### src/rtl/dcsw_pkg.sv
`timescale 1ns / 1ps
// shared types, codes and constants of the two-channel stop-and-wait sender
// no dependencies
package dcsw_pkg;

	localparam int CHANNELS_DEF = 2;
	localparam int FILE_LEN_W = 32;
	localparam int CHUNK_W = 16;
	localparam int TIMER_W = 24;
	localparam int CFG_INDEX_W = 2;
	localparam int CFG_DATA_W = 32;
	localparam int DIV_STEPS = FILE_LEN_W;
	localparam int DIV_CNT_W = $clog2(DIV_STEPS);

	localparam logic [FILE_LEN_W-1:0] FILE_LEN_RST = '0;
	localparam logic [CHUNK_W-1:0] CHUNK_RST = 16'd1024;
	localparam logic [TIMER_W-1:0] TIMEOUT_RST = 24'd1000;

	typedef enum logic [CFG_INDEX_W-1:0] {
		CFG_FILE_LENGTH = 2'd0,
		CFG_CHUNK_BYTES = 2'd1,
		CFG_TIMEOUT_TICKS = 2'd2,
		CFG_UNUSED = 2'd3
	} cfg_index_t;

	typedef enum logic [1:0] {
		REQ_START = 2'd0,
		REQ_TICK = 2'd1,
		REQ_ACK = 2'd2,
		REQ_NONE = 2'd3
	} req_kind_t;

	typedef enum logic [1:0] {
		KIND_NEW = 2'd0,
		KIND_RESEND = 2'd1,
		KIND_TERM = 2'd2
	} send_kind_t;

	typedef struct packed {
		logic [1:0] req_type;
		logic ack_channel;
		logic ack_final;
	} req_t;

	typedef struct packed {
		logic send_channel;
		logic [FILE_LEN_W-1:0] send_offset;
		logic [CHUNK_W-1:0] send_size;
		logic send_final;
		logic [1:0] send_kind;
		logic transfer_done;
		logic run_end;
	} rsp_t;

	typedef enum logic [2:0] {
		ST_IDLE,
		ST_DIV,
		ST_SEND0,
		ST_SEND1,
		ST_TICK0,
		ST_TICK1,
		ST_ACK,
		ST_TERM
	} state_t;

	typedef enum logic [3:0] {
		OP_NONE,
		OP_ACCEPT,
		OP_DIV,
		OP_SEND0,
		OP_SEND1,
		OP_TICK0,
		OP_TICK1,
		OP_ACK,
		OP_TERM
	} op_t;

	typedef struct packed {
		op_t op;
		logic fire;
	} cmd_t;

	typedef struct packed {
		req_kind_t in_kind;
		logic tick_ok;
		logic ack_ok;
		logic div_last;
		logic emit;
		logic more;
		logic out_free;
	} status_t;

endpackage

### src/rtl/dcsw_stream_if.sv
`timescale 1ns / 1ps
// valid/ready stream channel carrying one payload struct per beat
// payload type is set by the instantiating level, typically from dcsw_pkg
interface dcsw_stream_if #(
	parameter type payload_t = logic
);
	logic valid;
	logic ready;
	payload_t data;

	modport source (output valid, output data, input ready);
	modport sink (input valid, input data, output ready);
endinterface

### src/rtl/dcsw_ctrl.sv
`timescale 1ns / 1ps
// controller state machine of the stop-and-wait sender
// depends on dcsw_pkg; drives dcsw_dp through cmd_t, reads status_t
module dcsw_ctrl (
	input logic clk,
	input logic arst_n,
	input logic in_valid,
	output logic in_ready,
	input dcsw_pkg::status_t st,
	output dcsw_pkg::cmd_t cmd
);

	dcsw_pkg::state_t state_q;
	dcsw_pkg::state_t state_d;

	always_ff @(posedge clk or negedge arst_n) begin
		if (!arst_n) begin
			state_q <= dcsw_pkg::ST_IDLE;
		end else begin
			state_q <= state_d;
		end
	end

	// next state
	always_comb begin
		state_d = state_q;
		unique case (state_q)
			dcsw_pkg::ST_IDLE: begin
				if (in_valid) begin
					unique case (st.in_kind)
						dcsw_pkg::REQ_START: state_d = dcsw_pkg::ST_DIV;
						dcsw_pkg::REQ_TICK:
							state_d = st.tick_ok ? dcsw_pkg::ST_TICK0 : dcsw_pkg::ST_IDLE;
						dcsw_pkg::REQ_ACK:
							state_d = st.ack_ok ? dcsw_pkg::ST_ACK : dcsw_pkg::ST_IDLE;
						dcsw_pkg::REQ_NONE: state_d = dcsw_pkg::ST_IDLE;
						default: state_d = dcsw_pkg::ST_IDLE;
					endcase
				end
			end
			dcsw_pkg::ST_DIV: begin
				if (st.div_last) begin
					state_d = dcsw_pkg::ST_SEND0;
				end
			end
			dcsw_pkg::ST_SEND0: begin
				if (cmd.fire) begin
					state_d = st.more ? dcsw_pkg::ST_SEND1 : dcsw_pkg::ST_IDLE;
				end
			end
			dcsw_pkg::ST_TICK0: begin
				if (cmd.fire) begin
					state_d = st.more ? dcsw_pkg::ST_TICK1 : dcsw_pkg::ST_IDLE;
				end
			end
			dcsw_pkg::ST_ACK: begin
				if (cmd.fire) begin
					state_d = st.more ? dcsw_pkg::ST_TERM : dcsw_pkg::ST_IDLE;
				end
			end
			dcsw_pkg::ST_SEND1, dcsw_pkg::ST_TICK1, dcsw_pkg::ST_TERM: begin
				if (cmd.fire) begin
					state_d = dcsw_pkg::ST_IDLE;
				end
			end
			default: state_d = dcsw_pkg::ST_IDLE;
		endcase
	end

	// outputs
	always_comb begin
		in_ready = 1'b0;
		cmd.op = dcsw_pkg::OP_NONE;
		unique case (state_q)
			dcsw_pkg::ST_IDLE: begin
				in_ready = 1'b1;
				cmd.op = in_valid ? dcsw_pkg::OP_ACCEPT : dcsw_pkg::OP_NONE;
			end
			dcsw_pkg::ST_DIV: cmd.op = dcsw_pkg::OP_DIV;
			dcsw_pkg::ST_SEND0: cmd.op = dcsw_pkg::OP_SEND0;
			dcsw_pkg::ST_SEND1: cmd.op = dcsw_pkg::OP_SEND1;
			dcsw_pkg::ST_TICK0: cmd.op = dcsw_pkg::OP_TICK0;
			dcsw_pkg::ST_TICK1: cmd.op = dcsw_pkg::OP_TICK1;
			dcsw_pkg::ST_ACK: cmd.op = dcsw_pkg::OP_ACK;
			dcsw_pkg::ST_TERM: cmd.op = dcsw_pkg::OP_TERM;
			default: cmd.op = dcsw_pkg::OP_NONE;
		endcase
		// a step that emits waits for room in the output register
		cmd.fire = (cmd.op != dcsw_pkg::OP_NONE) && (!st.emit || st.out_free);
	end

endmodule

### src/rtl/dcsw_dp.sv
`timescale 1ns / 1ps
// datapath of the stop-and-wait sender: config registers, divider, chunk and
// timer state, output register; depends on dcsw_pkg, steered by dcsw_ctrl
module dcsw_dp #(
	parameter int CHANNELS = dcsw_pkg::CHANNELS_DEF
) (
	input logic clk,
	input logic arst_n,
	input logic cfg_we,
	input logic [dcsw_pkg::CFG_INDEX_W-1:0] cfg_index,
	input logic [dcsw_pkg::CFG_DATA_W-1:0] cfg_wdata,
	input dcsw_pkg::req_t in_data,
	output logic out_valid,
	input logic out_ready,
	output dcsw_pkg::rsp_t out_data,
	input dcsw_pkg::cmd_t cmd,
	output dcsw_pkg::status_t st
);

	localparam int FW = dcsw_pkg::FILE_LEN_W;
	localparam int CW = dcsw_pkg::CHUNK_W;
	localparam int TW = dcsw_pkg::TIMER_W;
	localparam logic MULTI = (CHANNELS > 1);

	// configuration
	logic [FW-1:0] file_length_q;
	logic [CW-1:0] chunk_bytes_q;
	logic [TW-1:0] timeout_ticks_q;

	// transfer state
	logic [FW-1:0] next_offset_q;
	logic end_reached_q;
	logic [FW-1:0] acks_remaining_q;
	logic finished_q;
	logic [FW-1:0] held_offset_q [2];
	logic [CW-1:0] held_size_q [2];
	logic held_final_q [2];
	logic [TW-1:0] channel_timer_q [2];
	logic timer_running_q [2];

	// latched request and divider
	logic ack_channel_q;
	logic ack_final_q;
	logic [FW-1:0] quo_q;
	logic [CW-1:0] rem_q;
	logic [dcsw_pkg::DIV_CNT_W-1:0] div_cnt_q;

	logic out_valid_q;
	dcsw_pkg::rsp_t out_data_q;

	logic [CW-1:0] c_eff;
	logic [TW-1:0] reload;
	logic [CW:0] div_shift;
	logic div_ge;
	logic [CW:0] div_sub;
	logic [FW:0] diff;
	logic borrow;
	logic diff_short;
	logic [CW-1:0] size;
	logic short;
	logic end_after;
	logic size_nz;
	logic two_chunks;
	logic send_ch;
	logic tick_ch;
	logic expire [2];
	logic chunk_path;
	logic term;
	logic fl_zero;
	dcsw_pkg::rsp_t rsp_d;

	assign c_eff = (chunk_bytes_q == '0) ? CW'(1) : chunk_bytes_q;
	assign reload = (timeout_ticks_q == '0) ? TW'(1) : timeout_ticks_q;
	assign fl_zero = (file_length_q == '0);

	// one restoring step per cycle
	assign div_shift = {rem_q, quo_q[FW-1]};
	assign div_ge = (div_shift >= {1'b0, c_eff});
	assign div_sub = div_shift - {1'b0, c_eff};

	// chunk read at next_offset
	assign diff = {1'b0, file_length_q} - {1'b0, next_offset_q};
	assign borrow = diff[FW];
	assign diff_short = (diff[FW-1:0] < {{(FW-CW){1'b0}}, c_eff});
	assign size = borrow ? '0 : (diff_short ? diff[CW-1:0] : c_eff);
	assign short = borrow || diff_short;
	assign end_after = end_reached_q || short;
	assign size_nz = !borrow && (diff[FW-1:0] != '0);
	// a file of exactly one chunk leaves the second read empty
	assign two_chunks = MULTI && !end_after
		&& (diff[FW-1:0] != {{(FW-CW){1'b0}}, c_eff});

	assign tick_ch = (cmd.op == dcsw_pkg::OP_TICK1);
	assign expire[0] = timer_running_q[0] && (channel_timer_q[0] <= TW'(1));
	assign expire[1] = timer_running_q[1] && (channel_timer_q[1] <= TW'(1));
	assign chunk_path = !(ack_final_q || end_reached_q);
	assign term = (acks_remaining_q == FW'(1));

	always_comb begin
		case (cmd.op)
			dcsw_pkg::OP_SEND1: send_ch = 1'b1;
			dcsw_pkg::OP_ACK: send_ch = ack_channel_q;
			default: send_ch = 1'b0;
		endcase
	end

	// status toward the controller
	always_comb begin
		st.in_kind = dcsw_pkg::req_kind_t'(in_data.req_type);
		st.tick_ok = !finished_q;
		st.ack_ok = !finished_q && (acks_remaining_q != '0)
			&& (!in_data.ack_channel || MULTI);
		st.div_last = (div_cnt_q == dcsw_pkg::DIV_CNT_W'(dcsw_pkg::DIV_STEPS - 1));
		st.out_free = !out_valid_q || out_ready;
		st.emit = 1'b0;
		st.more = 1'b0;
		case (cmd.op)
			dcsw_pkg::OP_SEND0: begin
				st.emit = !fl_zero;
				st.more = !fl_zero && MULTI && !end_after;
			end
			dcsw_pkg::OP_SEND1: st.emit = size_nz;
			dcsw_pkg::OP_TICK0: begin
				st.emit = expire[0];
				st.more = MULTI;
			end
			dcsw_pkg::OP_TICK1: st.emit = expire[1];
			dcsw_pkg::OP_ACK: begin
				st.emit = chunk_path && size_nz;
				st.more = term;
			end
			dcsw_pkg::OP_TERM: st.emit = 1'b1;
			default: begin
				st.emit = 1'b0;
				st.more = 1'b0;
			end
		endcase
	end

	// result beat of the current step
	always_comb begin
		rsp_d.send_channel = send_ch;
		rsp_d.send_offset = next_offset_q;
		rsp_d.send_size = size;
		rsp_d.send_final = end_after;
		rsp_d.send_kind = dcsw_pkg::KIND_NEW;
		rsp_d.transfer_done = 1'b0;
		rsp_d.run_end = 1'b1;
		case (cmd.op)
			dcsw_pkg::OP_SEND0: rsp_d.run_end = !two_chunks;
			dcsw_pkg::OP_ACK: begin
				rsp_d.transfer_done = term;
				rsp_d.run_end = !term;
			end
			dcsw_pkg::OP_TICK0, dcsw_pkg::OP_TICK1: begin
				rsp_d.send_channel = tick_ch;
				rsp_d.send_offset = held_offset_q[tick_ch];
				rsp_d.send_size = held_size_q[tick_ch];
				rsp_d.send_final = held_final_q[tick_ch];
				rsp_d.send_kind = dcsw_pkg::KIND_RESEND;
				rsp_d.run_end = tick_ch || !(MULTI && expire[1]);
			end
			dcsw_pkg::OP_TERM: begin
				rsp_d.send_channel = MULTI;
				rsp_d.send_size = '0;
				rsp_d.send_final = 1'b1;
				rsp_d.send_kind = dcsw_pkg::KIND_TERM;
				rsp_d.transfer_done = 1'b1;
			end
			default: rsp_d.run_end = 1'b1;
		endcase
	end

	// configuration writes
	always_ff @(posedge clk or negedge arst_n) begin
		if (!arst_n) begin
			file_length_q <= dcsw_pkg::FILE_LEN_RST;
			chunk_bytes_q <= dcsw_pkg::CHUNK_RST;
			timeout_ticks_q <= dcsw_pkg::TIMEOUT_RST;
		end else if (cfg_we) begin
			unique case (dcsw_pkg::cfg_index_t'(cfg_index))
				dcsw_pkg::CFG_FILE_LENGTH: file_length_q <= cfg_wdata[FW-1:0];
				dcsw_pkg::CFG_CHUNK_BYTES: chunk_bytes_q <= cfg_wdata[CW-1:0];
				dcsw_pkg::CFG_TIMEOUT_TICKS: timeout_ticks_q <= cfg_wdata[TW-1:0];
				dcsw_pkg::CFG_UNUSED: file_length_q <= file_length_q;
				default: file_length_q <= file_length_q;
			endcase
		end
	end

	// divider and latched request fields
	always_ff @(posedge clk) begin
		if (cmd.fire && cmd.op == dcsw_pkg::OP_ACCEPT) begin
			ack_channel_q <= in_data.ack_channel;
			ack_final_q <= in_data.ack_final;
			quo_q <= file_length_q;
			rem_q <= '0;
		end else if (cmd.fire && cmd.op == dcsw_pkg::OP_DIV) begin
			quo_q <= {quo_q[FW-2:0], div_ge};
			rem_q <= div_ge ? div_sub[CW-1:0] : div_shift[CW-1:0];
		end
	end

	always_ff @(posedge clk or negedge arst_n) begin
		if (!arst_n) begin
			div_cnt_q <= '0;
		end else if (cmd.fire && cmd.op == dcsw_pkg::OP_ACCEPT) begin
			div_cnt_q <= '0;
		end else if (cmd.fire && cmd.op == dcsw_pkg::OP_DIV) begin
			div_cnt_q <= div_cnt_q + 1'b1;
		end
	end

	// transfer state
	always_ff @(posedge clk or negedge arst_n) begin
		if (!arst_n) begin
			next_offset_q <= '0;
			end_reached_q <= 1'b0;
			acks_remaining_q <= '0;
			finished_q <= 1'b0;
			for (int i = 0; i < 2; i++) begin
				held_offset_q[i] <= '0;
				held_size_q[i] <= '0;
				held_final_q[i] <= 1'b0;
				channel_timer_q[i] <= '0;
				timer_running_q[i] <= 1'b0;
			end
		end else if (cmd.fire) begin
			case (cmd.op)
				dcsw_pkg::OP_ACCEPT: begin
					if (in_data.req_type == dcsw_pkg::REQ_START) begin
						next_offset_q <= '0;
						end_reached_q <= 1'b0;
						finished_q <= 1'b0;
						for (int i = 0; i < 2; i++) begin
							channel_timer_q[i] <= '0;
							timer_running_q[i] <= 1'b0;
						end
					end
				end
				dcsw_pkg::OP_SEND0, dcsw_pkg::OP_SEND1, dcsw_pkg::OP_ACK: begin
					if (cmd.op == dcsw_pkg::OP_SEND0) begin
						acks_remaining_q <= quo_q + FW'(rem_q != '0);
					end
					if (cmd.op == dcsw_pkg::OP_ACK) begin
						acks_remaining_q <= acks_remaining_q - 1'b1;
					end
					if (cmd.op == dcsw_pkg::OP_SEND0 && fl_zero) begin
						end_reached_q <= 1'b1;
						finished_q <= 1'b1;
					end else if (cmd.op == dcsw_pkg::OP_ACK && !chunk_path) begin
						timer_running_q[send_ch] <= 1'b0;
					end else begin
						if (short) begin
							end_reached_q <= 1'b1;
						end
						if (!size_nz) begin
							timer_running_q[send_ch] <= 1'b0;
						end else begin
							held_offset_q[send_ch] <= next_offset_q;
							held_size_q[send_ch] <= size;
							held_final_q[send_ch] <= end_after;
							channel_timer_q[send_ch] <= reload;
							timer_running_q[send_ch] <= 1'b1;
							next_offset_q <= next_offset_q + FW'(size);
						end
					end
					// last ack closes the transfer and stops both timers
					if (cmd.op == dcsw_pkg::OP_ACK && term) begin
						finished_q <= 1'b1;
						for (int i = 0; i < 2; i++) begin
							timer_running_q[i] <= 1'b0;
						end
					end
				end
				dcsw_pkg::OP_TICK0, dcsw_pkg::OP_TICK1: begin
					if (timer_running_q[tick_ch]) begin
						if (expire[tick_ch]) begin
							channel_timer_q[tick_ch] <= reload;
						end else begin
							channel_timer_q[tick_ch] <= channel_timer_q[tick_ch] - 1'b1;
						end
					end
				end
				default: begin
					finished_q <= finished_q;
				end
			endcase
		end
	end

	// output register
	always_ff @(posedge clk or negedge arst_n) begin
		if (!arst_n) begin
			out_valid_q <= 1'b0;
		end else begin
			if (out_ready) begin
				out_valid_q <= 1'b0;
			end
			if (cmd.fire && st.emit) begin
				out_valid_q <= 1'b1;
			end
		end
	end

	always_ff @(posedge clk) begin
		if (cmd.fire && st.emit) begin
			out_data_q <= rsp_d;
		end
	end

	assign out_valid = out_valid_q;
	assign out_data = out_data_q;

endmodule

### src/rtl/dual_channel_stop_and_wait_sender_unit.sv
`timescale 1ns / 1ps
// Two-channel stop-and-wait sender, descriptor level.
// Channels: req (sink) takes request beats: start, time tick or ack with its
// channel and final mark. rsp (source) gives send descriptors: channel,
// offset, size, final flag, kind (new, resend, terminator), transfer_done
// and run_end on the last beat caused by one request. Registers file_length,
// chunk_bytes and timeout_ticks are written through cfg_we/cfg_index/
// cfg_wdata; the user must write them only while the block is idle, which
// the block itself does not enforce. A request is taken in the idle state,
// then the block runs one step per result: a tick steps channel 0 and, with
// two channels, channel 1; an ack steps the acked channel and, on the last
// ack, the terminator; a stray ack, a tick after the transfer finished or an
// unused code only takes the request. A start first runs a bitwise restoring
// divider over the 32-bit file_length for the ack count, then sends a chunk
// on channel 0 and, with two channels, one on channel 1.
// A one-beat output register lets the next request in while a descriptor
// still waits; when the receiver stalls, the next emitting step waits for it.
// Reset clears all transfer state and loads the register defaults (1024-byte
// chunks, 1000-tick timeout); no clearing pass is needed.
// Depends on dcsw_pkg, dcsw_stream_if, dcsw_ctrl and dcsw_dp.
module dual_channel_stop_and_wait_sender_unit #(
	parameter int CHANNELS = dcsw_pkg::CHANNELS_DEF
) (
	input logic clk,
	input logic arst_n,
	dcsw_stream_if.sink req,
	dcsw_stream_if.source rsp,
	input logic cfg_we,
	input logic [dcsw_pkg::CFG_INDEX_W-1:0] cfg_index,
	input logic [dcsw_pkg::CFG_DATA_W-1:0] cfg_wdata
);

	dcsw_pkg::cmd_t cmd;
	dcsw_pkg::status_t st;
	dcsw_pkg::req_t req_data;
	dcsw_pkg::rsp_t rsp_data;
	logic req_ready;
	logic rsp_valid;

	assign req_data = req.data;
	assign req.ready = req_ready;
	assign rsp.valid = rsp_valid;
	assign rsp.data = rsp_data;

	dcsw_ctrl u_ctrl (
		.clk(clk),
		.arst_n(arst_n),
		.in_valid(req.valid),
		.in_ready(req_ready),
		.st(st),
		.cmd(cmd)
	);

	dcsw_dp #(
		.CHANNELS(CHANNELS)
	) u_dp (
		.clk(clk),
		.arst_n(arst_n),
		.cfg_we(cfg_we),
		.cfg_index(cfg_index),
		.cfg_wdata(cfg_wdata),
		.in_data(req_data),
		.out_valid(rsp_valid),
		.out_ready(rsp.ready),
		.out_data(rsp_data),
		.cmd(cmd),
		.st(st)
	);

endmodule
### src/flat_wrapper.sv
// flat-port wrapper written by rule: the top's interface ports become plain ports
module dual_channel_stop_and_wait_sender_unit_flat 
#(
	parameter int CHANNELS = dcsw_pkg::CHANNELS_DEF
)
  (clk, arst_n, cfg_we, cfg_index, cfg_wdata, req_valid, req_data, req_ready, rsp_valid, rsp_data, rsp_ready);
  dcsw_stream_if req_i ();
  dcsw_stream_if rsp_i ();
  input logic clk;
  input logic arst_n;
  input logic cfg_we;
  input logic [dcsw_pkg::CFG_INDEX_W-1:0] cfg_index;
  input logic [dcsw_pkg::CFG_DATA_W-1:0] cfg_wdata;
  input wire logic [$bits(req_i.valid)-1:0] req_valid;
  input wire logic [$bits(req_i.data)-1:0] req_data;
  output wire logic [$bits(req_i.ready)-1:0] req_ready;
  output wire logic [$bits(rsp_i.valid)-1:0] rsp_valid;
  output wire logic [$bits(rsp_i.data)-1:0] rsp_data;
  input wire logic [$bits(rsp_i.ready)-1:0] rsp_ready;
  assign req_i.valid = req_valid;
  assign req_i.data = req_data;
  assign req_ready = req_i.ready;
  assign rsp_valid = rsp_i.valid;
  assign rsp_data = rsp_i.data;
  assign rsp_i.ready = rsp_ready;
  dual_channel_stop_and_wait_sender_unit #(.CHANNELS(CHANNELS)) u_core (.clk(clk), .arst_n(arst_n), .req(req_i), .rsp(rsp_i), .cfg_we(cfg_we), .cfg_index(cfg_index), .cfg_wdata(cfg_wdata));
endmodule
### config.mk
export PLATFORM = sky130hd
export DESIGN_NAME = dual_channel_stop_and_wait_sender_unit_flat
export DESIGN_NICKNAME = d
export VERILOG_FILES = /design/src/rtl/dcsw_pkg.sv /design/src/rtl/dcsw_stream_if.sv /design/src/rtl/dcsw_ctrl.sv /design/src/rtl/dcsw_dp.sv /design/src/rtl/dual_channel_stop_and_wait_sender_unit.sv /design/src/flat_wrapper.sv
export SDC_FILE = /design/constraint.sdc
export NUM_CORES = 1
export LEC_CHECK = 0
export CORE_ASPECT_RATIO = 0.8
export CORE_UTILIZATION = 40
export CTS_CLUSTER_SIZE = 40
export DETAILED_ROUTE_END_ITERATION = 12
export DONT_BUFFER_PORTS = 1
export GPL_ROUTABILITY_DRIVEN = 0
export PLACE_DENSITY = 0.63
export SLEW_MARGIN = 20
export SYNTH_ARGS = -nofsm -noshare
export SYNTH_HDL_FRONTEND = slang
export SYNTH_SLANG_ARGS = --single-unit
### constraint.sdc
create_clock -name clk -period 6.52 [get_ports clk]
set_clock_uncertainty 0.1 [all_clocks]
set_input_delay 0.978 -clock clk [delete_from_list [all_inputs] [get_ports clk]]
set_output_delay 0.978 -clock clk [all_outputs]
set_load 0.01 [all_outputs]
Word-level counts from Yosys, hierarchy flattened
Cells that the tools add are included.
W data, S select, Z words.
{"block": "op_classes", "add_sub_neg": 7, "multipliers": 0, "div": 0, "n_lt_le_gt_ge": 8, "n_eq_ne": 33, "shifts": 0, "n_mux": 67, "n_bitwise": 5, "reduce_logical": 55}
{"op": "$mux W48", "count": 5}
{"op": "$mux W32", "count": 7}
{"op": "$bwmux W48", "count": 3}
{"op": "$mux W24", "count": 6}
{"op": "$pmux W48 S3", "count": 1}
{"op": "$mux W16", "count": 4}
{"op": "$pmux W32 S2", "count": 1}
{"op": "$demux W24 S1", "count": 2}
{"op": "$le A24 B1 Y1 const B", "count": 2}
{"op": "$sub A32 B32 Y33", "count": 1}
{"op": "$add A32 B1 Y32", "count": 1}
{"op": "$add A32 B16 Y32", "count": 1}
{"op": "$eq A32 B1 Y1 const B", "count": 1}
{"op": "$logic_not A32 Y1", "count": 1}
{"op": "$lt A32 B16 Y1", "count": 1}
{"op": "$ne A32 B16 Y1", "count": 1}
{"op": "$pmux W4 S8", "count": 1}
{"op": "$reduce_bool A32 Y1", "count": 1}
{"op": "$sub A32 B1 Y32 const B", "count": 1}
{"op": "$logic_not A24 Y1", "count": 1}
{"op": "$mux W3", "count": 8}
{"op": "$sub A24 B1 Y24 const B", "count": 1}
{"op": "$ne A2 B2 Y1 const B", "count": 9}
{"op": "$pmux W3 S6", "count": 1}
{"op": "other kinds (46)", "count": 114}
{"block": "totals", "ff_bits": 246, "latchBits": 0, "ramBits": 0, "romBits": 0, "in_bits": 40, "output_inout_bits": 3, "wordCells": 192, "mem_count": 0}

Depth between registers and ports, before layout
{"block": "depth", "word_depth": 16, "ltp_mapped": 35, "mapped_depth_nobuf": 34}

Modules after synthesis
A second synthesis with hierarchy kept.
{"block": "unflattened", "hier_cells": 2495, "area_unflattened_um2": 23488.8}
{"mod": "dcsw_dp", "instances": 1, "cells_per_inst": 2457, "area_each_um2": 23211.0, "seq_area_each_um2": 10278.6}
{"mod": "dcsw_ctrl", "instances": 1, "cells_per_inst": 37, "area_each_um2": 274.0, "seq_area_each_um2": 75.1}
{"mod": "dual_channel_stop_and_wait_sender_unit", "instances": 1, "cells_per_inst": 1, "area_each_um2": 3.8, "seq_area_each_um2": 0.0}

Worst setup path before layout
Ideal clock, no wire load.
{"block": "synth_timing", "path_type": "reg-to-reg", "from": "register u_core.u_dp.file_length_q[0]", "to": "register u_core.u_dp.next_offset_q[22]", "setup_ns": 0.078, "arrival_ns": 6.437, "t_required_ns": 6.342, "path_slack_ns": -0.095, "path_stages_with_launch": 36, "n_path_buf": 1, "synth_period_minus_slack_ns": 6.615, "cell_sequence": "dfrtp_1 -> inv_1 -> ha_1 -> fa_1 -> nand2b_1 -> a21oi_1 -> o211a_4 -> or3_1 -> a31oi_1 -> xnor2_1 -> ha_1 -> a21o_1 -> a21o_1 -> a21oi_1 -> nand3_1 -> nor3_1 -> nand4_1 -> clkbuf_1 -> nor2_1 -> a21oi_1 -> nor2_1 -> ha_1 -> inv_1 -> fa_1 -> nor2b_1 -> o21ai_0 -> a21boi_0 -> o21ai_0 -> nand2b_1 -> a21oi_1 -> o211ai_1 -> a41oi_1 -> o21a_1 -> a211o_1 -> or4_1 -> a21oi_1"}
{"block": "synth_via", "elab_chain_len": 9, "elab_cells_between_ends": 23, "classes_between": "add/sub (2); order compare (1); eq/ne (2); mux (7); reduce/logical (11)"}
{"item": "start: declaration", "line_no": "dcsw_dp.sv:26", "text": "logic [FW-1:0] file_length_q;"}
{"item": "start signal: assignment", "line_no": "dcsw_dp.sv:177", "text": "file_length_q <= dcsw_pkg::FILE_LEN_RST;"}
{"item": "start signal: assignment", "line_no": "dcsw_dp.sv:182", "text": "dcsw_pkg::CFG_FILE_LENGTH: file_length_q <= cfg_wdata[FW-1:0];"}
{"item": "start signal: assignment", "line_no": "dcsw_dp.sv:185", "text": "dcsw_pkg::CFG_UNUSED: file_length_q <= file_length_q;"}
{"item": "$sub A32 B32 Y33", "line_no": "dcsw_dp.sv:82", "text": "assign diff = {1'b0, file_length_q} - {1'b0, next_offset_q};"}
{"item": "$lt A32 B16 Y1, or another cell as far along", "line_no": "dcsw_dp.sv:84", "text": "assign diff_short = (diff[FW-1:0] < {{(FW-CW){1'b0}}, c_eff});"}
{"item": "$mux W16 / $logic_and A1 B1 Y1 (equally long branches)", "line_no": "dcsw_dp.sv:85, dcsw_dp.sv:88"}
{"item": "$mux W16 / $logic_and A1 B1 Y1 (equally long branches)", "line_no": "dcsw_dp.sv:85, dcsw_dp.sv:129"}
{"item": "$add A32 B16 Y32 / $pmux W1 S6 (equally long branches)", "line_no": "dcsw_dp.sv:265, dcsw_dp.sv:117"}
{"item": "$mux W32 / $logic_not A1 Y1 (equally long branches)", "line_no": "dcsw_dp.sv:257, dcsw_ctrl.sv:89"}
{"item": "$mux W32 / $logic_or A1 B1 Y1 (equally long branches)", "line_no": "dcsw_dp.sv:251, dcsw_ctrl.sv:89"}
{"item": "$mux W32 / $logic_and A1 B1 Y1 (equally long branches)", "line_no": "dcsw_dp.sv:248, dcsw_ctrl.sv:89"}
{"item": "$pmux W32 S2 / $reduce_and A5 Y1 (equally long branches)"}
{"item": "end signal: assignment", "line_no": "dcsw_dp.sv:265", "text": "next_offset_q <= next_offset_q + FW'(size);"}
{"item": "end: declaration", "line_no": "dcsw_dp.sv:31", "text": "logic [FW-1:0] next_offset_q;"}
Parallel ways exist; a longest one is shown, timed or not. The select of a mux whose other input is x is not followed.
A chain may end at the register's enable or synchronous reset.

Final worst setup path
{"block": "layout_timing", "from": "register u_core.u_dp.next_offset_q[5]", "to": "register u_core.u_dp.next_offset_q[24]"}
{"block": "layout_via", "elab_chain_len": 9, "elab_cells_between_ends": 19, "classes_between": "add/sub (2); order compare (1); eq/ne (1); mux (7); reduce/logical (8)"}
{"item": "$sub A32 B32 Y33", "line_no": "dcsw_dp.sv:82"}
{"item": "$lt A32 B16 Y1, or another cell as far along", "line_no": "dcsw_dp.sv:84"}
{"item": "$mux W16 / $logic_and A1 B1 Y1 (equally long branches)", "line_no": "dcsw_dp.sv:85, dcsw_dp.sv:88"}
{"item": "$mux W16 / $logic_and A1 B1 Y1 (equally long branches)", "line_no": "dcsw_dp.sv:85, dcsw_dp.sv:129"}
{"item": "$add A32 B16 Y32 / $pmux W1 S6 (equally long branches)", "line_no": "dcsw_dp.sv:265, dcsw_dp.sv:117"}
{"item": "$mux W32 / $logic_not A1 Y1 (equally long branches)", "line_no": "dcsw_dp.sv:257, dcsw_ctrl.sv:89"}
{"item": "$mux W32 / $logic_or A1 B1 Y1 (equally long branches)", "line_no": "dcsw_dp.sv:251, dcsw_ctrl.sv:89"}
{"item": "$mux W32 / $logic_and A1 B1 Y1 (equally long branches)", "line_no": "dcsw_dp.sv:248, dcsw_ctrl.sv:89"}
{"item": "$pmux W32 S2 / $reduce_and A5 Y1 (equally long branches)"}
Parallel ways exist; a longest one is shown, timed or not. The select of a mux whose other input is x is not followed.

==> flow_summary.toml <==
[worst_hold_path]
hold_path_class = "in -> async"

[pwr]
switching_power_uw = 5460
power.share.clock_pct = 15.3
p_seq_share_pct = 23.8
power_uw = 11300
power-per-cell-area_nw_per_um2 = 533
swShare_pct = 48.2
intPower_uw = 5850
p_leak_uw = 0.00918
peakVddDrop_mv = 0.278
combPwrFrac_pct = 60.9

[cells_and_area]
fin_cells = 2799
area_delta_synth_final_pct = 21.0
final_layout_size_suffix_gt1_share_pct = 21.2
nNetsFinal = 2338
fin_util_pct = 49.1
fillers = 4010

[yosys]
synth_top_area_share_pct = 27.0
syn_area_sq_um = 17500
avgSynthCellArea_sq_um = 8.68
synth_nets = 2154
synth_common_cells = "nand2_1, dfrtp_1, o21ai_0"
synthCells = 2021
synth_warnings = 0
synth_top_cell_by_area = "dfrtp_1"
yosysUniqueCellTypes = 85
synth_area_leaders = "dfrtp_1, ha_1, edfxtp_1"
synth_top_flop_cell = "dfrtp_1"
synthArstFlopShare_pct = 79.7
seq_area_frac_synth_pct = 35.7
synth_most_common_cell = "nand2_1"
ys_ff_latch = 246
synth-edff-count = 34

[sta]
slew_violations = 0
max_freq_mhz = 151
rsz0062_at_grt = "yes"
worst_pin_slew_ns = 1.06
finalSetupViolCount = 3
min_period_ns = 6.64
relSlewSlack_pct = 29.0
fin_crit_sh_pct = 102
setup_ws_ns = -0.119
tns_ns = -0.238
hold_viol_final = 0

[clock_tree]
cts.sink_count = 246
clockBufferDepth = 3
cts_root_buf = "clkbuf_16"
clk_pin_slew_ns = 0.07
insertion_delay_ns = 0.60
cts_tree = "done"
cts_buffers = 30
h-tree-depth = 1

[floorplan]
fp.dieArea_sq_um = 44700
die_w_um = 236
die_y_um = 189
rows = 68
io_pins = 43
start_util_pct = 40.6
core-area_sq_um = 43200

[setup_path]
worst-endpoint-arrival_ns = 7.07
critPathKind = "reg -> reg"
start_kind = "register"
cp-end-kind = "register"
critPathMaxFanout = 6
crit_top_cell = "a21oi_2"
cp_num_buf_inv = 2
cp_slowest_cell = "or4_4"
path_delay_family = "compound AO/OA/AOI/OAI gates"
cp.required_ns = 6.95
cpPeakStageDelay_ns = 0.50

[grt]
grt.overflow.total = 0
track_usage_pct = 26.2
grt_max_degree = 163
grt_pass1_vias = 16300
antenna_found_initial = 5
grt_pass1_wl_mm = 92.7

[placed_design]
io_buffers = 0
dpl.hpwl_mm = 42.5
dp_slack_ns = -0.761
dp.cells = 2691

[outcome]
violations = "setup timing"
status = "complete, but fails checks"

[routing]
postRouteAntennaNets = 0
finalWirelength_mm = 59.6
route.vias.total = 17100
drt-initial-drc-count = 2143
avgViaCountPerCell = 6.10
drc = 0
wl_per_cell_um = 21.3
drt_first_pass_iters = 6

[run]
drv_cap = 0
-- worst paths after layout --
path                                         startpoint                         endpoint  slack, ns  cells after the start
min                                              arst_n  u_core.u_dp.timeout_ticks_q[10]       0.14                      1
max in group asynchronous                        arst_n    u_core.u_dp.file_length_q[25]       5.30                      1
min in group clk                               req_data          u_core.u_dp.ack_final_q       0.38                      0
min reg2reg                       u_core.u_dp.rem_q[15]            u_core.u_dp.rem_q[15]       0.39                      2
max                        u_core.u_dp.next_offset_q[5]    u_core.u_dp.next_offset_q[24]      -0.12                     33
max reg2reg                u_core.u_dp.next_offset_q[5]    u_core.u_dp.next_offset_q[24]      -0.12                     33
-- metrics by stage --
stage	hold WS (ns)	instance area, sq um
after floorplan	0.348	17500
after global placement	0.367	19400
after detailed placement	0.377	19400
after CTS	0.122	20800
after global routing	0.125	21200
final	0.141	21200
-- final cells by class --
cell class | count | area (sq um) | share of cell area [%]
diodes | 10 | 25.0 | 0.118
clock buffers | 34 | 766 | 3.61
clock inverters | 22 | 243 | 1.14
inverters | 86 | 323 | 1.52
multi-input cells | 1604 | 11100 | 52.2
flip-flops and latches | 246 | 6250 | 29.5
well taps | 560 | 701 | 3.30
repair buffers | 237 | 1830 | 8.61
-- timing repair --
action / 4_1_cts / 5_1_grt
hold buffers: 2 / 0
setup buffers: 23 / 15
endpoints found under the setup margin: 19 / 66
pin swaps: 24 / 48
gates resized for setup: 33 / 59
hold endpoints to repair: 162 / 0
gates cloned: 1 / 1
-- worst register-to-register path, delay by kind of cell (launching register included) --
family / cells / cell delay, ns
xor gates and xnor gates: 1 / 0.12
AOI/OAI and AO/OA: 16 / 2.82
buffers and inverters: 2 / 0.14
DFF: 1 / 0.39
adders and majority gates: 4 / 0.91
and+or+nand+nor: 10 / 2.09
-- state kept, by name (all words and copies together) (netlist names) --
signal,flops
u_core.u_dp.chunk_bytes_q,16
u_core.u_dp.out_valid,1
u_core.u_dp.div_cnt_q,5
u_core.u_dp.next_offset_q,32
u_core.u_ctrl.state_q,3
u_core.u_dp.end_reached_q,1
u_core.u_dp.out_data,1
u_core.u_dp.quo_q,32
u_core.u_dp.acks_remaining_q,32
u_core.u_dp.timer_running_q,2
u_core.u_dp.file_length_q,32
u_core.u_dp.channel_timer_q,48
u_core.u_dp.ack_final_q,1
u_core.u_dp.rem_q,16
u_core.u_dp.timeout_ticks_q,24
-- cells in the final DEF, fill, tap and decap left out, types with 15 or more instances in the layout --
| cell type | count |
|---|---|
| a21o_1 | 28 |
| a21oi_1 | 103 |
| a22o_1 | 33 |
| a22oi_1 | 15 |
| and3_1 | 23 |
| buf_4 | 231 |
| clkbuf_16 | 30 |
| dfrtp_1 | 189 |
| dfxtp_1 | 16 |
| edfxtp_1 | 34 |
| ha_1 | 80 |
| inv_1 | 79 |
| mux2_2 | 76 |
| mux2i_1 | 50 |
| nand2_1 | 264 |
| nand2b_1 | 19 |
| nand3_1 | 56 |
| nand4_1 | 51 |
| nor2_1 | 133 |
| nor3_1 | 55 |
| nor4_1 | 38 |
| o21ai_0 | 134 |
| o22ai_1 | 20 |
| o2bb2ai_1 | 21 |
| o31ai_1 | 20 |
| or3_1 | 23 |
| xnor2_1 | 56 |
| xor2_1 | 36 |
-- cell families (layout without fill, tap and decap cells) --
family	Yosys count	count (layout)	share of synthesized area, %
flops	246	246	35.7
xor+xnor	93	93	4.65
mux	126	126	7.74
buf+inv	172	379	3.75
other cells	0	10	0
compound gates	547	547	21.1
simple gates	743	744	20.3
fa+ha+maj	94	94	6.82
-- power by group through the flow --
stage / logic (uW) / clock network (uW) / registers (uW)
after global placement: 6110 / 0 / 2670
after global routing: 7450 / 1810 / 2750
after CTS: 6530 / 1760 / 2670
final: 6890 / 1730 / 2690
after floorplan: 4190 / 0 / 2530
after detailed placement: 6220 / 0 / 2690
-- routing by layer --
layer	up-vias	GRT usage, %	share of wire (%)
li1	7897	-	-
met1	8305	36.5	45
met2	742	39.7	43
met3	128	6.41	9.4
met4	4	8.17	2.9
met5	-	0	0.045
(Power assumes the default switching activity.)
